**src/sv/pmce_pkg.sv**
```systemverilog
// Shared types, constants and helper functions of the pad mux configuration engine.
`timescale 1ns / 1ps
`default_nettype none
package pmce_pkg;

  localparam int PAD_COUNT = 128;
  localparam int SLOT_W    = $clog2(PAD_COUNT);
  localparam int PIN_W     = 16;
  localparam int FN_W      = 3;
  localparam int OFFSET_W  = 10;
  localparam int WORD_W    = 32;
  localparam int CTRL_W    = 16;
  localparam int CFG_IDX_W = 3;
  localparam int CFG_DATA_W = 8;
  localparam int Q_DEPTH   = 2;
  localparam int Q_PTR_W   = $clog2(Q_DEPTH);

  // Pad control word fields, lower half only
  localparam logic [CTRL_W-1:0] MUX_BITS    = 16'h0007;
  localparam logic [CTRL_W-1:0] STRONG_BIT  = 16'h0008;
  localparam logic [CTRL_W-1:0] EDGE_RISE   = 16'h0010;
  localparam logic [CTRL_W-1:0] EDGE_FALL   = 16'h0020;
  localparam logic [CTRL_W-1:0] EDGE_NO_DETECT = 16'h0040;
  localparam logic [CTRL_W-1:0] DRIVE_BITS  = 16'h1C00;
  localparam int                DRIVE_POS   = 10;
  localparam logic [CTRL_W-1:0] PULL_DOWN   = 16'h2000;
  localparam logic [CTRL_W-1:0] PULL_UP     = 16'h4000;
  localparam logic [CTRL_W-1:0] PULL_ENABLE = 16'h8000;
  localparam logic [CTRL_W-1:0] PULL_BITS   = PULL_ENABLE | PULL_UP | PULL_DOWN;

  typedef enum logic [CFG_IDX_W-1:0] {
    CFG_PINCONF_ENABLE  = 3'd0,
    CFG_BIAS_MODE       = 3'd1,
    CFG_STRONG_PULL     = 3'd2,
    CFG_DRIVE_PRESENT   = 3'd3,
    CFG_DRIVE_MA        = 3'd4,
    CFG_LOW_VOLTAGE_PAD = 3'd5
  } cfg_idx_t;

  typedef enum logic [1:0] {
    BIAS_NONE    = 2'd0,
    BIAS_PULL_UP = 2'd1,
    BIAS_PULL_DN = 2'd2,
    BIAS_DISABLE = 2'd3
  } bias_t;

  // One classified mux entry, as queued between front and back
  typedef struct packed {
    logic                skipped;
    logic [SLOT_W-1:0]   slot;
    logic [OFFSET_W-1:0] offset;
    logic [FN_W-1:0]     fn;
    logic [CTRL_W-1:0]   msk;
    logic [CTRL_W-1:0]   val;
  } item_t;

  // Piecewise pin to byte offset map
  function automatic logic [OFFSET_W-1:0] pin_offset(input logic [SLOT_W-1:0] p);
    logic [7:0] pe;
    logic [7:0] w;
    pe = {1'b0, p};
    if (pe <= 8'd85)       w = pe + 8'd1;
    else if (pe <= 8'd92)  w = pe + 8'd37;
    else if (pe <= 8'd97)  w = pe + 8'd24;
    else if (pe == 8'd98)  w = 8'd93;
    else if (pe == 8'd99)  w = 8'd92;
    else if (pe == 8'd100) w = 8'd91;
    else if (pe == 8'd101) w = 8'd90;
    else if (pe == 8'd102) w = 8'd95;
    else if (pe == 8'd103) w = 8'd94;
    else if (pe <= 8'd110) w = pe + 8'd6;
    else                   w = pe + 8'd20;
    return {w, 2'b00};
  endfunction

  // First drive table entry at or above the request; last entry above the top
  function automatic logic [2:0] pick_drive(input logic lv, input logic [7:0] ma);
    logic [2:0] code;
    if (lv) begin
      if (ma <= 8'd11)      code = 3'd0;
      else if (ma <= 8'd21) code = 3'd2;
      else if (ma <= 8'd32) code = 3'd4;
      else                  code = 3'd6;
    end else begin
      if (ma <= 8'd7)       code = 3'd0;
      else if (ma <= 8'd10) code = 3'd2;
      else if (ma <= 8'd13) code = 3'd4;
      else if (ma <= 8'd16) code = 3'd6;
      else if (ma <= 8'd19) code = 3'd1;
      else if (ma <= 8'd23) code = 3'd3;
      else if (ma <= 8'd26) code = 3'd5;
      else                  code = 3'd7;
    end
    return code;
  endfunction

endpackage
`default_nettype wire

```
**src/sv/pmce_front.sv**
```systemverilog
// Front end: configuration registers, entry acceptance and classification.
`timescale 1ns / 1ps
`default_nettype none
module pmce_front (
  input  wire logic                              clk,
  input  wire logic                              rst,
  input  wire logic                              cfg_we,
  input  wire logic [pmce_pkg::CFG_IDX_W-1:0]    cfg_index,
  input  wire logic [pmce_pkg::CFG_DATA_W-1:0]   cfg_data,
  input  wire logic                              in_valid,
  output logic                                   in_stall,
  input  wire logic [pmce_pkg::PIN_W-1:0]        pin,
  input  wire logic [pmce_pkg::FN_W-1:0]         function_req,
  output logic                                   push,
  output pmce_pkg::item_t                        push_item,
  input  wire logic                              q_full
);

  logic       pinconf_enable;
  logic [1:0] bias_mode;
  logic       strong_pull;
  logic       drive_present;
  logic [7:0] drive_ma;
  logic       low_voltage_pad;

  logic            f_vld;
  pmce_pkg::item_t f_item;
  pmce_pkg::item_t cls;
  logic [pmce_pkg::CTRL_W-1:0] msk;
  logic [pmce_pkg::CTRL_W-1:0] val;
  logic accept;

  always_ff @(posedge clk) begin
    if (rst) begin
      pinconf_enable  <= 1'b0;
      bias_mode       <= 2'd0;
      strong_pull     <= 1'b1;
      drive_present   <= 1'b0;
      drive_ma        <= 8'd0;
      low_voltage_pad <= 1'b0;
    end else if (cfg_we) begin
      unique case (pmce_pkg::cfg_idx_t'(cfg_index))
        pmce_pkg::CFG_PINCONF_ENABLE:  pinconf_enable  <= cfg_data[0];
        pmce_pkg::CFG_BIAS_MODE:       bias_mode       <= cfg_data[1:0];
        pmce_pkg::CFG_STRONG_PULL:     strong_pull     <= cfg_data[0];
        pmce_pkg::CFG_DRIVE_PRESENT:   drive_present   <= cfg_data[0];
        pmce_pkg::CFG_DRIVE_MA:        drive_ma        <= cfg_data;
        pmce_pkg::CFG_LOW_VOLTAGE_PAD: low_voltage_pad <= cfg_data[0];
        default: ;
      endcase
    end
  end

  // Build mask and value of the settings merge
  always_comb begin
    msk = '0;
    val = '0;
    if (pinconf_enable) begin
      unique case (pmce_pkg::bias_t'(bias_mode))
        pmce_pkg::BIAS_PULL_UP: begin
          msk = pmce_pkg::PULL_BITS | pmce_pkg::STRONG_BIT;
          val = pmce_pkg::PULL_ENABLE | pmce_pkg::PULL_UP
              | (strong_pull ? pmce_pkg::STRONG_BIT : '0);
        end
        pmce_pkg::BIAS_PULL_DN: begin
          msk = pmce_pkg::PULL_BITS | pmce_pkg::STRONG_BIT;
          val = pmce_pkg::PULL_ENABLE | pmce_pkg::PULL_DOWN;
        end
        pmce_pkg::BIAS_DISABLE: begin
          msk = pmce_pkg::PULL_BITS | pmce_pkg::STRONG_BIT;
        end
        default: ;
      endcase
      if (drive_present) begin
        msk = msk | pmce_pkg::DRIVE_BITS;
        val = val | (pmce_pkg::CTRL_W'(pmce_pkg::pick_drive(low_voltage_pad, drive_ma))
                     << pmce_pkg::DRIVE_POS);
      end
      if (msk != '0) begin
        msk = msk | pmce_pkg::EDGE_NO_DETECT | pmce_pkg::EDGE_RISE | pmce_pkg::EDGE_FALL;
        val = val | pmce_pkg::EDGE_NO_DETECT;
      end
    end
  end

  always_comb begin
    cls.skipped = |pin[pmce_pkg::PIN_W-1:pmce_pkg::SLOT_W];
    cls.slot    = pin[pmce_pkg::SLOT_W-1:0];
    cls.offset  = cls.skipped ? '0 : pmce_pkg::pin_offset(pin[pmce_pkg::SLOT_W-1:0]);
    cls.fn      = function_req;
    cls.msk     = msk;
    cls.val     = val;
  end

  assign push      = f_vld && !q_full;
  assign push_item = f_item;
  assign in_stall  = f_vld && q_full;
  assign accept    = in_valid && !in_stall;

  always_ff @(posedge clk) begin
    if (rst) begin
      f_vld <= 1'b0;
    end else if (accept) begin
      f_vld <= 1'b1;
    end else if (push) begin
      f_vld <= 1'b0;
    end
  end

  always_ff @(posedge clk) begin
    if (accept) begin
      f_item <= cls;
    end
  end

endmodule
`default_nettype wire

```
**config.mk**
```make
export PLATFORM = sky130hd
export DESIGN_NAME = pmce_front
export DESIGN_NICKNAME = d
export VERILOG_FILES = /design/src/sv/pmce_pkg.sv /design/src/sv/pmce_front.sv
export SDC_FILE = /design/constraint.sdc
export NUM_CORES = 1
export LEC_CHECK = 0
export ABC_AREA = 0
export BUFFER_PORTS_ARGS = -buffer_cell sky130_fd_sc_hd__buf_2
export CORE_MARGIN = 1.5
export CORE_UTILIZATION = 57
export CTS_CLUSTER_DIAMETER = 100
export DETAILED_ROUTE_END_ITERATION = 16
export PLACE_DENSITY = 0.87
export SLEW_MARGIN = 0
export SYNTH_ARGS = -nofsm -noshare
export SYNTH_HDL_FRONTEND = slang
export SYNTH_SLANG_ARGS = --single-unit
```
**constraint.sdc**
```tcl
create_clock -name clk -period 6.2 [get_ports clk]
set_input_delay 1.24 -clock clk [delete_from_list [all_inputs] [get_ports clk]]
set_output_delay 1.24 -clock clk [all_outputs]
set_load 0.01 [all_outputs]
```
======== After elaboration in Yosys (flattened, before gate mapping) ========
Index checks and enable logic that the tools add are counted.
word-level totals
  register bits ........................... 68
  input port bits ......................... 35
  output and inout port bits .............. 55
operators by class
  $add $sub $neg .......................... 5
  $lt $le $gt $ge ......................... 14
  eq/ne operators ......................... 14
  multiplexer cells ....................... 34
  bitwise logic cells ..................... 1
  reductions and logical operators ........ 16
operator list
  kind                                                            number
  two-way mux 8 bit                                               10
  two-way mux 16 bit                                              4
  equality test 7 bit, second input constant                      6
  less-or-equal comparator 8 x 5 -> 1 bit, second input constant  5
  two-way mux 3 bit                                               11
  case mux 16 bit (2 select lines)                                1
  less-or-equal comparator 7 bit, second input constant           4
  less-or-equal comparator 8 x 4 -> 1 bit, second input constant  3
  adder 7 x 5 -> 8 bit, second input constant                     2
  bitwise OR 16 x 13 -> 16 bit                                    1
  nonzero test 16 bit                                             1
  two-way mux 7 bit                                               2
  two-way mux 13 bit                                              1
  AND reduction 2 bit                                             6
  OR reduction 9 bit                                              1
  adder 7 x 1 -> 8 bit, second input constant                     1
  adder 7 x 3 -> 8 bit, second input constant                     1
  adder 7 x 6 -> 8 bit, second input constant                     1
  less-or-equal comparator 8 x 3 -> 1 bit, second input constant  1
  less-or-equal comparator 8 x 6 -> 1 bit, second input constant  1
  equality test 3 x 2 -> 1 bit, second input constant             2
  equality test 3 bit, second input constant                      2
  equality test 2 bit, second input constant                      2
  two-way mux 2 bit                                               2
  other kinds (9)                                                 13

======== Longest topological paths before layout ========
  word-level depth ........................ 14
  gate-level depth with buffers ........... 8
  gate-level depth less buffers ........... 7

======== Worst setup path before layout ========
Ideal clock, no wire load.
  kind .................................... input to register
  start ................................... in q_full
  end ..................................... reg f_item (netlist bit push_item[10]), enable pin
  setup time .............................. 0.418 ns
  data arrival time ....................... 2.771 ns
  required time ........................... 5.782 ns
  setup slack ............................. 3.011 ns
  stages on the path ...................... 2
  path buffers ............................ 0
  path through ............................ and2_1 nor2b_1
on the way
  word-level cells in the longest chain between the ends .. 3
RTL lines
  item                  line               text
  from (decl)           pmce_front.sv:16   input wire logic q_full
  logical AND 1 bit     pmce_front.sv:97   assign in_stall = f_vld && q_full;
  logical NOT 1 bit     pmce_front.sv:98   assign accept = in_valid && !in_stall;
  logical AND 1 bit     pmce_front.sv:98
  named net accept      pmce_front.sv:31   logic accept;
  to (signal assigned)  pmce_front.sv:112  f_item <= cls;
  to (decl)             pmce_front.sv:27   pmce_pkg::item_t f_item;
The timed path passes the listed nets, and every way through them passes these cells.
A chain may end at the register's enable or synchronous reset.

======== Worst setup path in the final report ========
  start ................................... in pin[0] (netlist bit)
  end ..................................... reg f_item (netlist bit push_item[40]) (data pin)
on the way
  word-level cells in the longest chain between the ends .. 11
  elaborated cells between the ends (all ways) .. 25
  classes of those cells .................. add/sub (5); order compare (4); eq/ne (6); mux (10)
RTL lines
  item                                          line              text
  from (decl)                                   pmce_front.sv:12  input wire logic [pmce_pkg::PIN_W-1:0] pin,
  adder 7 x 5 -> 8 bit (tied with other cells)  pmce_pkg.sv:72    else w = pe + 8'd20;
  two-way mux 8 bit                             pmce_pkg.sv:71    else if (pe <= 8'd110) w = pe + 8'd6;
  two-way mux 8 bit                             pmce_pkg.sv:70    else if (pe == 8'd103) w = 8'd94;
  two-way mux 8 bit                             pmce_pkg.sv:69    else if (pe == 8'd102) w = 8'd95;
  two-way mux 8 bit                             pmce_pkg.sv:68    else if (pe == 8'd101) w = 8'd90;
  two-way mux 8 bit                             pmce_pkg.sv:67    else if (pe == 8'd100) w = 8'd91;
  two-way mux 8 bit                             pmce_pkg.sv:66    else if (pe == 8'd99) w = 8'd92;
  two-way mux 8 bit                             pmce_pkg.sv:65    else if (pe == 8'd98) w = 8'd93;
  two-way mux 8 bit                             pmce_pkg.sv:64    else if (pe <= 8'd97) w = pe + 8'd24;
  two-way mux 8 bit                             pmce_pkg.sv:63    else if (pe <= 8'd92) w = pe + 8'd37;
  two-way mux 8 bit *                           pmce_pkg.sv:62    if (pe <= 8'd85) w = pe + 8'd1;
Mark *: on every way between the ends. The rest lies on a longest branch, timed or not.

==> results.txt <==
Worst Path Required = 6320 ps
CTS hold repair buffers = 0
outcome = completed
largest fanout on the critical path = 14
antenna viol nets, final = 0
Cell Area, Synth = 3090 um^2
CTS Root Cell = clkbuf_8
Vias/cell = 5.83
CTS tree = yes
global-route wire length before repair = 11600 um
proportion of layout cells with a drive suffix above 1 = 25.7%
dpl hpwl = 5090 um
Syn Area/Cell = 9.73 um^2
endpoints failing hold = 0
RSZ-0062 raised after global routing = no
yosys warns = 0
Rows = 26
pin count of the biggest net entering global routing = 30
pwr dens = 192 nW/um^2
effective utilization at floorplan = 59.8%
post-cts repair resize count = 0
clock buffer count from CTS = 5
gr ovfl total = 0
post-route insts no fill = 447
IO Pins = 90
die area = 5880 um^2
number of clock sinks = 44
Seq/Total Area, Yosys = 37.9%
EDFF count, synth = 29
Post-Syn Instances = 318
Reg area = 1170 um^2
area share of the largest cell type after synthesis = 28.2%
Residual DRC = 0
most common library cells after synthesis = 29 x edfxtp_1, 29 x nor2_1, 24 x buf_4
final total power = 0.667 mW
FILL cells = 429
Worst setup EP type = register
flop2flop setup slack = 4750 ps
Max Clock Skew = 4.98 ps
area leader, netlist = edfxtp_1
Routed WL = 7050 um
Via Count = 2607
final setup fails = 0
die width = 76.7 um
Multi-input gate area = 1670 um^2
Worst-path clk slew = 90 ps
Max Cap Viol = 0
Layout area overhead = 12.1%
CP startpoint kind = input port
DRT iter0 DRCs = 122
placed cells = 439
final period utilization = 50.6%
Die Y = 76.7 um
nets@finish = 432
top_reg_cell synth = edfxtp_1
HP Class = register to register
WP data arrival = 3260 ps
Max-slew headroom = 56.2%
maximum buffer depth of the clock tree = 2
wire per inst = 15.8 um
Pre-antenna DRT Iters = 5
routability cong. = 0.966
core area = 5170 um^2
Distinct cells, synth = 66
Port Buffers = 73
ranking of synthesized cells by area = edfxtp_1 28%, dfxtp_1 9.7%, ha_1 8.5%
Post-CTS Repair Setup Buffers = 0
P_leak = 1.44 nW
Inserted Diodes = 0
kind of critical path = input port to register
GRT Overall Usage = 24.5%
Final Core Density = 67.0%
ys async rst share = 0%
Skew-Pair Late Insertion Delay = 300 ps
Slew @ Worst Pin = 648 ps
H-tree levels = 2
initial antenna violation count = 0
upper clock frequency limit = 319 MHz
vias in the first global route = 2373
Tmin final = 3140 ps
worst hold slack = 562 ps
#FFs+latches synth = 44
peak supply drop = 0.0000862 V
Fin Setup TNS = 0 ps
Final Max Slew Viols = 0
==> path summary, 6_finish.rpt <==
kind | start | to | cells past startpoint
hold reg to reg | drive_present | drive_present | 2
hold / removal | drive_present | drive_present | 2
setup reg to reg | drive_ma[3] | push_item[11] | 5
setup / recovery | pin[0] | push_item[40] | 7
==> cells in the final DEF (no fill, tap or decap), types with 4 or more instances in the layout <==
cell type  netlist  routed
inv_1           11      11
nand2_1         16      16
nor2_1          29      29
buf_2            7      73
dfxtp_1         15      15
a221oi_1         6       6
o21ai_0          6       6
nand4b_1         6       6
nand3_1          9       9
edfxtp_1        29      29
ha_1            21      21
a21oi_1         23      23
xnor2_1          7       7
o22ai_1          4       4
mux2i_1         11      11
nor3_1           4       4
nor4_1           5       5
conb_1           1      16
a211oi_1         6       6
and2_1           7       7
nor2b_1          6       5
clkbuf_8         0       5
==> metal layers <==
metal | wire length (um) | global-route usage (%) | vias to the layer above
li1 | - | - | 1258
met1 | 2920 | 30.8 | 1248
met2 | 3660 | 42.9 | 89
met3 | 372 | 3.81 | 12
met4 | 89 | 8.15 | 0
met5 | 0 | 0 | -
==> where the power goes <==
group	switching, mW	leakage [nW]	total, mW	internal [mW]
registers	0.00553	0.407	0.330	0.324
logic	0.0784	0.975	0.126	0.0472
clock network	0.106	0.0573	0.212	0.106
total	0.190	1.44	0.667	0.477
==> stage by stage <==
step                      instance area [um^2]  setup WS, ps
final                                     3470          3060
after CTS                                 3470          3130
after detailed placement                  3360          2820
after global routing                      3470          2930
after global placement                    3360          2810
after floorplan                           3150          3010
==> logic make-up (layout without fill, tap and decap cells) <==
group | count (synthesis) | after routing | share of synthesized area (%)
AOI/OAI and AO/OA | 78 | 78 | 18.7
muxes | 11 | 11 | 3.56
buffers and inverters | 51 | 95 | 10.1
and+or+nand+nor | 104 | 104 | 18.9
xor gates and xnor gates | 8 | 8 | 2.27
DFF | 44 | 44 | 37.9
adders and majority gates | 21 | 21 | 8.50
other | 1 | 16 | 0.121
==> area by class of cell <==
class | count | area share [%]
multi-input cells | 238 | 48.3
flip-flops and latches | 44 | 33.8
repair buffers | 75 | 11.0
clock buffers | 6 | 2.71
well taps | 70 | 2.53
inverters | 12 | 1.30
clock inverters | 2 | 0.433
==> flip-flops by register name, summed over array words and instances, names as in the netlist <==
register / cells
low_voltage_pad: 1
drive_ma: 8
strong_pull: 1
drive_present: 1
pinconf_enable: 1
push_item: 29
f_vld: 1
bias_mode: 2
==> worst max-delay path, cell delays in order <==
cell and delay [ps]:
buf_2 250, ha_1 470, o21ai_0 160, a211oi_1 390, nor2_1 100, a221o_1 360
a221oi_2 280
No activity file was read; power rests on OpenSTA's default activity.
