**src/sv/pmce_pkg.sv**
```systemverilog
// Shared types, constants and helper functions of the pad mux configuration engine.
`timescale 1ns / 1ps
`default_nettype none
package pmce_pkg;

  localparam int PAD_COUNT = 128;
  localparam int SLOT_W    = $clog2(PAD_COUNT);
  localparam int PIN_W     = 16;
  localparam int FN_W      = 3;
  localparam int OFFSET_W  = 10;
  localparam int WORD_W    = 32;
  localparam int CTRL_W    = 16;
  localparam int CFG_IDX_W = 3;
  localparam int CFG_DATA_W = 8;
  localparam int Q_DEPTH   = 2;
  localparam int Q_PTR_W   = $clog2(Q_DEPTH);

  // Pad control word fields, lower half only
  localparam logic [CTRL_W-1:0] MUX_BITS    = 16'h0007;
  localparam logic [CTRL_W-1:0] STRONG_BIT  = 16'h0008;
  localparam logic [CTRL_W-1:0] EDGE_RISE   = 16'h0010;
  localparam logic [CTRL_W-1:0] EDGE_FALL   = 16'h0020;
  localparam logic [CTRL_W-1:0] EDGE_NO_DETECT = 16'h0040;
  localparam logic [CTRL_W-1:0] DRIVE_BITS  = 16'h1C00;
  localparam int                DRIVE_POS   = 10;
  localparam logic [CTRL_W-1:0] PULL_DOWN   = 16'h2000;
  localparam logic [CTRL_W-1:0] PULL_UP     = 16'h4000;
  localparam logic [CTRL_W-1:0] PULL_ENABLE = 16'h8000;
  localparam logic [CTRL_W-1:0] PULL_BITS   = PULL_ENABLE | PULL_UP | PULL_DOWN;

  typedef enum logic [CFG_IDX_W-1:0] {
    CFG_PINCONF_ENABLE  = 3'd0,
    CFG_BIAS_MODE       = 3'd1,
    CFG_STRONG_PULL     = 3'd2,
    CFG_DRIVE_PRESENT   = 3'd3,
    CFG_DRIVE_MA        = 3'd4,
    CFG_LOW_VOLTAGE_PAD = 3'd5
  } cfg_idx_t;

  typedef enum logic [1:0] {
    BIAS_NONE    = 2'd0,
    BIAS_PULL_UP = 2'd1,
    BIAS_PULL_DN = 2'd2,
    BIAS_DISABLE = 2'd3
  } bias_t;

  // One classified mux entry, as queued between front and back
  typedef struct packed {
    logic                skipped;
    logic [SLOT_W-1:0]   slot;
    logic [OFFSET_W-1:0] offset;
    logic [FN_W-1:0]     fn;
    logic [CTRL_W-1:0]   msk;
    logic [CTRL_W-1:0]   val;
  } item_t;

  // Piecewise pin to byte offset map
  function automatic logic [OFFSET_W-1:0] pin_offset(input logic [SLOT_W-1:0] p);
    logic [7:0] pe;
    logic [7:0] w;
    pe = {1'b0, p};
    if (pe <= 8'd85)       w = pe + 8'd1;
    else if (pe <= 8'd92)  w = pe + 8'd37;
    else if (pe <= 8'd97)  w = pe + 8'd24;
    else if (pe == 8'd98)  w = 8'd93;
    else if (pe == 8'd99)  w = 8'd92;
    else if (pe == 8'd100) w = 8'd91;
    else if (pe == 8'd101) w = 8'd90;
    else if (pe == 8'd102) w = 8'd95;
    else if (pe == 8'd103) w = 8'd94;
    else if (pe <= 8'd110) w = pe + 8'd6;
    else                   w = pe + 8'd20;
    return {w, 2'b00};
  endfunction

  // First drive table entry at or above the request; last entry above the top
  function automatic logic [2:0] pick_drive(input logic lv, input logic [7:0] ma);
    logic [2:0] code;
    if (lv) begin
      if (ma <= 8'd11)      code = 3'd0;
      else if (ma <= 8'd21) code = 3'd2;
      else if (ma <= 8'd32) code = 3'd4;
      else                  code = 3'd6;
    end else begin
      if (ma <= 8'd7)       code = 3'd0;
      else if (ma <= 8'd10) code = 3'd2;
      else if (ma <= 8'd13) code = 3'd4;
      else if (ma <= 8'd16) code = 3'd6;
      else if (ma <= 8'd19) code = 3'd1;
      else if (ma <= 8'd23) code = 3'd3;
      else if (ma <= 8'd26) code = 3'd5;
      else                  code = 3'd7;
    end
    return code;
  endfunction

endpackage
`default_nettype wire

```
**src/sv/pmce_fifo.sv**
```systemverilog
// Short queue of classified entries between front and back.
`timescale 1ns / 1ps
`default_nettype none
module pmce_fifo (
  input  wire logic            clk,
  input  wire logic            rst,
  input  wire logic            push,
  input  wire pmce_pkg::item_t push_item,
  output logic                 full,
  output logic                 q_valid,
  output pmce_pkg::item_t      q_item,
  input  wire logic            pop
);

  pmce_pkg::item_t             slots [pmce_pkg::Q_DEPTH];
  logic [pmce_pkg::Q_PTR_W-1:0] wr_ptr;
  logic [pmce_pkg::Q_PTR_W-1:0] rd_ptr;
  logic [pmce_pkg::Q_PTR_W:0]   count;

  assign full    = (count == (pmce_pkg::Q_PTR_W + 1)'(pmce_pkg::Q_DEPTH));
  assign q_valid = (count != '0);
  assign q_item  = slots[rd_ptr];

  always_ff @(posedge clk) begin
    if (rst) begin
      wr_ptr <= '0;
      rd_ptr <= '0;
      count  <= '0;
    end else begin
      if (push) wr_ptr <= wr_ptr + 1'b1;
      if (pop)  rd_ptr <= rd_ptr + 1'b1;
      if (push && !pop)          count <= count + 1'b1;
      else if (pop && !push)     count <= count - 1'b1;
    end
  end

  always_ff @(posedge clk) begin
    if (push) begin
      slots[wr_ptr] <= push_item;
    end
  end

endmodule
`default_nettype wire

```
**config.mk**
```make
export PLATFORM = sky130hd
export DESIGN_NAME = pmce_fifo
export DESIGN_NICKNAME = d
export VERILOG_FILES = /design/src/sv/pmce_pkg.sv /design/src/sv/pmce_fifo.sv
export SDC_FILE = /design/constraint.sdc
export NUM_CORES = 1
export LEC_CHECK = 0
export BUFFER_PORTS_ARGS = -buffer_cell sky130_fd_sc_hd__buf_2
export CORE_UTILIZATION = 35
export CTS_BUF_LIST = sky130_fd_sc_hd__clkbuf_16
export DETAILED_ROUTE_END_ITERATION = 7
export HOLD_SLACK_MARGIN = 0.12
export PLACE_DENSITY = 0.62
export SKIP_LAST_GASP = 1
export SYNTH_ARGS = -nofsm -noshare
export SYNTH_HDL_FRONTEND = slang
export SYNTH_SLANG_ARGS = --single-unit
```
**constraint.sdc**
```tcl
create_clock -name clk -period 2.96 [get_ports clk]
set_clock_uncertainty 0.1 [all_clocks]
set_input_delay 0.296 -clock clk [delete_from_list [all_inputs] [get_ports clk]]
set_output_delay 0.296 -clock clk [all_outputs]
set_load 0.1 [all_outputs]
```
; After elaboration in Yosys (flattened, before gate mapping)
; Memory sizes are Yosys's and may differ from the RTL's. A register that Yosys moved wholly into a read port is not among the register bits.
; Cells that the tools add are included.
[totals]
output_inout_bits = 55
wordCells = 21
memories = 1
register_bits = 4
mem_bits_rw = 106
in_bits = 57
[memory_table]
columns = memory, words, width, rd, rd_ports_with_merged_regs, write_ports, line_no
row1 = slots, 2, 53, 1, 1, 1, pmce_fifo.sv:15  ; pmce_pkg::item_t slots [pmce_pkg::Q_DEPTH];
[classes]
n_addsub = 4
eq_ne = 1
mux = 6
n_reduce_logical = 6
[op_table]
columns = cell, count
row1 = 1-bit 2-to-1 mux, 4
row2 = 2-bit 2-to-1 mux, 2
row3 = 2-bit nonzero test, 2
row4 = "1-bit adder, second input constant", 2
row5 = "2-bit by 1-bit adder with 2-bit output, second input constant", 1
row6 = "2-bit equality test, second input constant", 1
row7 = 1-bit logical AND, 2
row8 = 1-bit zero test, 2
row9 = "2-bit by 1-bit subtractor with 2-bit output, second input constant", 1

; Logic depth before layout (Yosys ltp)
; Gate-level depths: netlist of run 1.
[depth]
ltp_word = 4
depth_mapped = 5
ltp_nobuf = 5

; Worst setup path before layout of run 1
; No wires, ideal clock.
[synth_path]
kind = reg2reg
start = reg wr_ptr
end = mem slots[0][0] in the netlist's numbering, enable pin
n_path_buf = 0
slack_ps = -300
setup_time_ps = 470
t_required_ps = 2390
stages_incl_launch_ff = 2
arrival_ps = 2690
synth_period_minus_slack_ps = 3260
cell_sequence = dfxtp_1 nor2b_1
[synth_lines]
columns = element, line_no
row1 = "start, declared", pmce_fifo.sv:16  ; logic [pmce_pkg::Q_PTR_W-1:0] wr_ptr;
row2 = "start signal, assigned", pmce_fifo.sv:30  ; if (push) wr_ptr <= wr_ptr + 1'b1;
row3 = "end, declared", pmce_fifo.sv:15
; No word-level cell before the write port.

==> flow_metrics.py, run 1 <==
metrics = {
    "outcome": {
        "status": "completed",
    },
    "clocking": {
        "cts_sinks": 111,
        "clock_latency_ps": 340,
        "cts_inserted_buffers": 9,
        "cts-htree-levels": 3,
        "post_cts.resized_instances": 0,
        "cts_root_buffer": "clkbuf_16",
        "cts_tree": "yes",
        "path_clk_slew_ps": 70,
        "clockBufferDepth": 2,
    },
    "logic_synthesis": {
        "ys_top_cells_by_area": "edfxtp_1 (79%), mux2_2 (15%), dfxtp_1 (2.5%)",
        "yosys_warnings": 0,
        "yosysMostFrequentCell": "edfxtp_1",
        "synth_common_cells": "edfxtp_1 (106), mux2_2 (53), buf_6 (5), dfxtp_1 (5), nor2_1 (4)",
        "synthFlopType": "edfxtp_1",
        "synth_seq_cells": 111,
        "synth_nets": 245,
        "async_reset_ff_share_pct": 0,
        "yosysTopAreaCell": "edfxtp_1",
        "synth.top_cell.area_share_pct": 78.6,
        "yosys.cell_types.count": 17,
        "postSynthCellCount": 187,
        "seq_area_frac_synth_pct": 81.0,
        "avgSynthCellArea_um2": 21.7,
        "synth-edff-count": 106,
        "syn_area_mm2": 0.00405,
    },
    "pwr": {
        "seq_power_share_pct": 43.8,
        "intPower_uw": 2900,
        "max-vdd-ir-drop_v": 0.000399,
        "leakage_uw": 0.00216,
        "swShare_pct": 31.8,
        "power_switching_uw": 1350,
        "power_frac_comb_pct": 23.8,
        "clock_power_share_pct": 32.4,
        "report.power.total_uw": 4250,
        "power_density_mw_per_mm2": 748,
    },
    "timing": {
        "relSlewSlack_pct": 57.1,
        "max_freq_mhz": 411,
        "finalSetupViolations": 0,
        "drv_slew": 0,
        "whs_ps": 146,
        "tightest_slew_ps": 644,
        "period_share_pct": 82.3,
        "rsz0062_at_grt": "false",
        "fin_crit_ps": 2440,
        "hold_violations": 0,
        "finalSetupTns_ps": 0,
    },
    "die": {
        "chipWidth_um": 110,
        "fp.dieH_um": 110,
        "row_count": 38,
        "start_util_pct": 36.6,
        "design.die.area_mm2": 0.0120,
        "ios": 112,
        "core_area_mm2": 0.0111,
    },
    "routing": {
        "first_iter_violations": 88,
        "drc": 0,
        "routedWlPerCell_um": 14.3,
        "via_count": 2252,
        "wl_met3_um": 425,
        "drtPass1Iterations": 4,
        "highest_layer": "met4",
        "wl_met2_um": 3600,
        "viasPerCell": 4.44,
        "wl_um": 7230,
        "ant_nets": 0,
        "drt-met1-wl_um": 3100,
    },
    "finish": {
        "utilization_pct": 51.2,
        "area_delta_synth_final_pct": 40.1,
        "nets": 420,
        "antenna_cells": 0,
        "drive_above_1_share_pct": 51.8,
    },
    "global_route": {
        "grt_pass1_vias": 2313,
        "grt_pass1_wl_um": 10900,
        "antenna_found_initial": 0,
        "track_usage_pct": 12.4,
        "grt_max_degree": 31,
        "globalRoute.totalOverflow": 0,
    },
    "critical_path": {
        "path_max_fanout": 20,
        "critical_path_class": "reg -> out",
        "crit_path_end_kind": "primary output",
        "required_ps": 2560,
        "critPathSlowestCell": "dfxtp_2",
        "worstPathCellList": "buf_4 -> mux2_2 -> buf_2",
        "start_kind": "flop",
        "critical_path_arrival_ps": 2040,
        "slowest_delay_ps": 630,
    },
    "placed_design": {
        "place.gp.congestion": 0.650,
        "port_buffers": 111,
        "dpl.hpwl_um": 4450,
    },
    "job": {
        "maxCapViolCount": 0,
    },
    "worst_hold_path": {
        "hold_path_class": "in -> reg",
    },
}
[power by group through the flow]
stage,combinational [uW],clock (uW),sequential [uW]
2_1_floorplan,817,0,1880
3_3_place_gp,957,0,1890
3_5_place_dp,960,0,1900
4_1_cts,1020,1430,1860
5_1_grt,1050,1470,1870
6_report,1010,1380,1860
[metrics by stage]
step	setup WS, ps	cells	cell area (um2)
after detailed placement	833	437	4780
after global placement	830	437	4780
final	525	507	5670
after floorplan	721	187	4050
after CTS	446	507	5670
after global routing	393	507	5670
[cells by family (layout without fill, tap and decap cells)]
logic type / Yosys count / after routing / share of synthesized area, %
buf+inv: 7 / 187 / 1.61
compound gates: 2 / 2 / 0.247
flops: 111 / 111 / 81.0
simple gates: 9 / 9 / 1.20
mux: 53 / 53 / 14.7
fa+ha+maj: 1 / 1 / 0.309
xor+xnor: 4 / 4 / 0.865
[repair_timing]
item	CTS	global route
setup buffers	0	0
hold endpoints to repair	111	0
endpoints found under the setup margin	0	0
hold buffers	54	0
[path summary, 6_finish.rpt]
kind / from / end / slack (ps) / cells past startpoint
worst min-delay path: pop / rd_ptr / 150 / 3
worst min register to register: rd_ptr / rd_ptr / 430 / 2
worst max-delay path: flop / q_item[44] / 520 / 3
worst max register to register: wr_ptr / slots[1][33] / 1230 / 2
[state kept, by name, summed over array words and instances, names as in the netlist, named ones only]
signal  cells
wr_ptr      1
rd_ptr      1
slots     106
count       2
[area by class of cell]
cell class                      count  area (um2)
Timing Repair Buffer              170        1150
Multi-Input combinational cell     69         712
Inverter                            1        3.75
Tap cell                          140         175
Fill cell                         936        5400
Sequential cell                   111        3280
Clock buffer                        9         225
Clock inverter                      7         128
[routing by layer]
layer  vias to the layer above  global-route usage, %
met1                      1093                   14.6
met3                         9                   3.91
met5                         -                      0
met4                         0                   4.86
li1                       1078                      -
met2                        72                   21.2
[worst max-delay path: cells and delay by family, from the launching register on]
family | cells | cell delay (ps)
buffers and inverters | 2 | 680
DFF | 1 | 630
muxes | 1 | 390
[cell usage in the layout (no fill, tap or decap)]
master / instances
ha_1: 1
clkinv_4: 2
clkbuf_16: 9
dfxtp_1: 4
a21oi_1: 1
or2_2: 1
and2_2: 1
xor2_1: 2
buf_12: 1
inv_1: 1
bufinv_16: 3
dfxtp_2: 1
and2b_2: 1
o21ai_0: 1
mux2_2: 53
xnor2_1: 2
inv_6: 1
dlygate4sd3_1: 54
nor2_1: 4
buf_2: 111
inv_8: 1
nor2b_4: 1
or3_1: 1
edfxtp_1: 106
buf_4: 4
Note: power is estimated with default switching activity, not from simulation.
==> run 2: changes to the inputs <==
- clock period: 2.96 -> 2.2 ns (I/O delays scaled with it)
==> run 2 against run 1 <==
Against the previous run:
- critical path depth stayed put
- sequential share of layout area is 0.65 points higher
- worst setup slack worse by 350 ps
- worst hold slack better by 140 ps
- combinational power is 36% higher
- first-iteration DRC count is 42% lower
- critical path type unchanged
- largest cell class unchanged
==> flow_metrics.py, run 2 (same netlist as run 1, synthesis figures left out) <==
metrics = {
    "pwr": {
        "leakage_uw": 0.00213,
        "intPower_uw": 3540,
        "power_switching_uw": 1800,
        "power_frac_comb_pct": 25.7,
        "seq_power_share_pct": 46.6,
        "swShare_pct": 33.7,
        "max-vdd-ir-drop_v": 0.000411,
        "power_density_mw_per_mm2": 953,
        "clock_power_share_pct": 27.7,
    },
    "critical_path": {
        "critical_path_class": "reg -> out",
        "rrSetupSlack_ps": 860,
        "path_max_fanout": 29,
        "crit_path_end_kind": "primary output",
        "critical_path_arrival_ps": 1700,
        "r2r_end": "wr_ptr",
        "r2r_start": "wr_ptr",
        "required_ps": 1880,
        "r2r_cells": 3,
        "start_kind": "flop",
    },
    "die": {
        "design.die.area_mm2": 0.0120,
        "start_util_pct": 36.6,
        "core_area_mm2": 0.0111,
        "chipWidth_um": 110,
        "fp.dieH_um": 110,
        "row_count": 38,
        "ios": 112,
    },
    "clocking": {
        "cts_tree": "yes",
        "cts_hold_buf": 56,
        "clock_latency_ps": 330,
        "cts-htree-levels": 3,
        "cts_setup_buffers": 0,
        "cts_inserted_buffers": 9,
        "cts_root_buffer": "clkbuf_16",
        "cts_sinks": 111,
        "path_clk_slew_ps": 70,
        "post_cts.resized_instances": 0,
        "clockBufferDepth": 2,
    },
    "finish": {
        "layout_commonest_cell": "buf_2",
        "regMostFlops": "slots",
        "area_delta_synth_final_pct": 38.5,
        "biggestRegsByFlops": "slots: 106 flops, count: 2 flops",
        "final_cell_mix": "buf_2 (111), edfxtp_1 (106), dlygate4sd3_1 (56)",
        "largest_reg_flops": 106,
        "drive_above_1_share_pct": 51.1,
        "nets": 422,
        "fin_area_mm2": 0.00561,
        "antenna_cells": 0,
    },
    "global_route": {
        "grt_pass1_wl_um": 10700,
        "grt_pass1_vias": 2273,
        "track_usage_pct": 12.1,
        "globalRoute.totalOverflow": 0,
        "grt_max_degree": 54,
        "antenna_found_initial": 0,
    },
    "job": {
        "maxCapViolCount": 0,
    },
    "timing": {
        "tightest_slew_ps": 503,
        "whs_ps": 288,
        "drv_slew": 0,
        "finalSetupTns_ps": 0,
        "hold_violations": 0,
        "rsz0062_at_grt": "false",
        "relSlewSlack_pct": 66.7,
        "max_freq_mhz": 494,
        "fin_crit_ps": 2020,
        "period_share_pct": 92.0,
        "finalSetupViolations": 0,
    },
    "routing": {
        "via_count": 2274,
        "drtPass1Iterations": 4,
        "drc": 0,
        "first_iter_violations": 51,
        "viasPerCell": 4.48,
        "wl_um": 7070,
        "routedWlPerCell_um": 13.9,
        "ant_nets": 0,
    },
    "placed_design": {
        "port_buffers": 111,
        "dpl_cell_area_mm2": 0.00478,
        "place.gp.congestion": 0.645,
        "dpl.hpwl_um": 4260,
    },
    "worst_hold_path": {
        "hp-start": "push",
        "hold_path_class": "in -> reg",
        "whs_endpoint": "count[0]",
        "whs_path_depth": 4,
    },
    "outcome": {
        "status": "completed",
    },
}
## run 2: cell count changes in the layout (fill, tap and decap cells not counted)
cell / change
bufinv_16: -3
clkinvlp_4: +1
clkinv_1: +1
inv_6: +1
clkinv_2: +1
dlygate4sd3_1: +2
clkinv_4: -2
## run 2: cell type report
cell class | count | area (um2)
flip-flops and latches | 111 | 3280
repair buffers | 172 | 1170
clock inverters | 6 | 45.0
multi-input cells | 69 | 712
well taps | 140 | 175
inverters | 1 | 3.75
clock buffers | 9 | 225
fillers | 970 | 5470
## run 2: worst max-delay path by stage
| stage | cells after the start | slack, ps | start | endpoint |
|---|---|---|---|---|
| after CTS | 3 | 120 | flop | q_item[12] |
| after global placement | 3 | 500 | flop | q_item[12] |
| after floorplan | 1 | 8 | wr_ptr | slots[1][0] |
| final | 3 | 180 | flop | q_item[46] |
| after global routing | 3 | 80 | flop | q_item[50] |
| after detailed placement | 3 | 490 | flop | q_item[12] |
## run 2: worst max-delay path: stages (launching register included)
cell,delay [ps]
dfxtp_2,320
buf_4,340
mux2_2,390
buf_2,290
## run 2: layer usage
layer  routed length (um)  vias to the layer above  part of all wire [%]  track usage (%)
li1                     -                     1082                     -                -
met1                 3000                     1109                    42             14.1
met2                 3610                       72                    51             21.4
met3                  346                       11                   4.9             2.67
met4                  108                        0                   1.5             5.14
met5                    0                        -                     0                0
## run 2: per-stage QoR
| step | utilization, % | cells | setup WS (ps) | total power [uW] |
|---|---|---|---|---|
| final | 50.7 | 508 | 176 | 5350 |
| after global routing | 50.7 | 508 | 78.1 | 5540 |
| after CTS | 50.7 | 508 | 117 | 5420 |
| after detailed placement | 43.2 | 437 | 490 | 3850 |
| after global placement | 43.2 | 437 | 499 | 3830 |
| after floorplan | - | 187 | 7.76 | 3630 |
## run 2: power groups by stage
stage / Clock [uW] / Combinational (uW) / Sequential [uW]
floorplan: 0 / 1100 / 2530
global placement: 0 / 1300 / 2530
detailed placement: 0 / 1310 / 2540
CTS: 1540 / 1390 / 2490
global route: 1610 / 1430 / 2500
finish: 1480 / 1370 / 2490
==> run 3: changes to the inputs <==
- ABC_AREA: unset -> 1
==> run 3 against run 2 <==
Against the previous run:
- flip-flop and latch count unchanged
- clock-buffer cell count stayed put
- worst setup slack worse by 31 ps
- power up 3.1%
- largest cell class unchanged
- via count shrank 0.48%
==> flow_metrics.py, run 3 <==
metrics = {
    "timing": {
        "finalSetupTns_ps": 0,
        "rsz0062_at_grt": "false",
        "hold_violations": 0,
        "finalWorstSetupSlack_ps": 145,
        "drv_slew": 0,
        "tightest_slew_ps": 498,
        "relSlewSlack_pct": 67.0,
        "period_share_pct": 93.4,
        "max_freq_mhz": 487,
        "fin_crit_ps": 2050,
        "finalSetupViolations": 0,
    },
    "clocking": {
        "path_clk_slew_ps": 70,
        "cts_root_buffer": "clkbuf_16",
        "post_cts.resized_instances": 0,
        "cts_sinks": 111,
        "cts_tree": "yes",
        "clockBufferDepth": 2,
        "cts_inserted_buffers": 9,
        "cts-htree-levels": 3,
        "clock_latency_ps": 330,
    },
    "finish": {
        "final_cell_mix": "buf_2 (110), edfxtp_1 (106), dlygate4sd3_1 (57)",
        "fin_area_mm2": 0.00591,
        "largest_reg_flops": 106,
        "nets": 435,
        "antenna_cells": 0,
        "area_delta_synth_final_pct": 37.4,
        "stdcell_count": 529,
        "layout_commonest_cell": "buf_2",
        "biggestRegsByFlops": "slots: 106 flops, count: 2 flops",
        "drive_above_1_share_pct": 49.0,
        "regMostFlops": "slots",
    },
    "routing": {
        "drtPass1Iterations": 4,
        "routedWlPerCell_um": 13.9,
        "drc": 0,
        "via_count": 2263,
        "ant_nets": 0,
        "first_iter_violations": 65,
        "wl_um": 7360,
        "viasPerCell": 4.28,
    },
    "logic_synthesis": {
        "synth_common_cells": "edfxtp_1 (106), mux2_4 (50), inv_1 (9)",
        "async_reset_ff_share_pct": 0,
        "yosysTopAreaCell": "edfxtp_1",
        "avgSynthCellArea_um2": 21.7,
        "seq_area_frac_synth_pct": 76.3,
        "synth_nets": 256,
        "synth-edff-count": 106,
        "syn_area_mm2": 0.00431,
        "yosys.cell_types.count": 16,
        "yosys_warnings": 0,
        "postSynthCellCount": 198,
        "yosysMostFrequentCell": "edfxtp_1",
        "ys_top_cells_by_area": "edfxtp_1 (74%), mux2_4 (17%), buf_12 (2.3%)",
        "synth_seq_cells": 111,
        "synthFlopType": "edfxtp_1",
        "synth.top_cell.area_share_pct": 73.9,
    },
    "global_route": {
        "grt_max_degree": 54,
        "grt_pass1_wl_um": 11700,
        "track_usage_pct": 12.2,
        "globalRoute.totalOverflow": 0,
        "antenna_found_initial": 0,
        "grt_pass1_vias": 2501,
    },
    "placed_design": {
        "port_buffers": 111,
        "dpl.hpwl_um": 4530,
        "dpl.cell_count": 456,
        "dpl_cell_area_mm2": 0.00503,
        "dp_slack_ps": 492,
        "place.gp.congestion": 0.625,
    },
    "pwr": {
        "power_density_mw_per_mm2": 932,
        "report.power.total_uw": 5510,
        "max-vdd-ir-drop_v": 0.000403,
        "leakage_uw": 0.00239,
    },
    "job": {
        "maxCapViolCount": 0,
    },
    "critical_path": {
        "start_kind": "flop",
        "critical_path_arrival_ps": 1730,
        "crit_path_end_kind": "primary output",
        "critical_path_class": "reg -> out",
        "path_max_fanout": 53,
        "required_ps": 1880,
    },
    "die": {
        "design.die.area_mm2": 0.0127,
        "chipWidth_um": 113,
        "row_count": 40,
        "core_area_mm2": 0.0120,
        "ios": 112,
        "fp.dieH_um": 113,
        "start_util_pct": 35.8,
    },
    "outcome": {
        "status": "completed",
    },
    "worst_hold_path": {
        "hold_path_class": "reg -> reg",
    },
}
==> run 3: cell types whose count changed in the layout (fill, tap and decap cells not counted), sizes merged, moves of 2 or more <==
cell / change
bufinv: +2
inv: +6
xor2: -2
nand2: +6
nor2: +2
==> run 3: final timing paths <==
kind         slack [ps]      endpoint  startpoint  cells after the start
max                 150    q_item[45]        flop                      3
min                 440        rd_ptr      rd_ptr                      2
max reg2reg         810  slots[1][29]      wr_ptr                      3
min reg2reg         440        rd_ptr      rd_ptr                      2
==> run 3: what timing repair did <==
action	in CTS	in global routing
setup buffers	0	0
hold buffers	57	0
hold endpoints to repair	111	0
==> run 3: cells by family (layout without fill, tap and decap cells) <==
kind of cell	count (synthesis)	after routing	share of synthesized area (%)
AO/OA/AOI/OAI	2	2	0.232
XOR/XNOR	1	1	0.203
adder cells (fa/ha/maj)	1	1	0.291
buffers and inverters	15	199	3.37
flip-flops	111	111	76.3
multiplexers	53	53	18.2
AND/OR/NAND/NOR	15	15	1.42
==> run 3: worst max-delay path: stages (launching register included) <==
cell	delay, ps
dfxtp_4	350
buf_12	340
mux2_4	250
buf_2	420
==> run 3: through the flow <==
| stage | hold WS, ps | util [%] |
|---|---|---|
| 2_1_floorplan | 192 | - |
| 3_3_place_gp | 307 | 41.9 |
| 3_5_place_dp | 311 | 41.9 |
| 4_1_cts | 443 | 49.2 |
| 5_1_grt | 485 | 49.2 |
| 6_report | 439 | 49.2 |
==> run 3: where the power goes <==
group	internal (uW)	switching (uW)
Combinational	363	1010
Clock	989	682
Sequential	2440	30.1
Total	3790	1720
==> run 3: layout make-up <==
type | count | area, um2
fillers | 1025 | 6100
flip-flops and latches | 111 | 3290
repair buffers | 174 | 1210
multi-input cells | 72 | 885
clock buffers | 9 | 225
well taps | 147 | 184
clock inverters | 7 | 88.8
inverters | 9 | 33.8
==> run 3: metal layers <==
metal  GRT usage [%]  wire, um  vias to the layer above
met4            4.21        74                        0
met5               0         0                        -
met1            13.5      3080                     1082
met3            3.70       352                        5
li1                -         -                     1112
met2            22.4      3860                       64
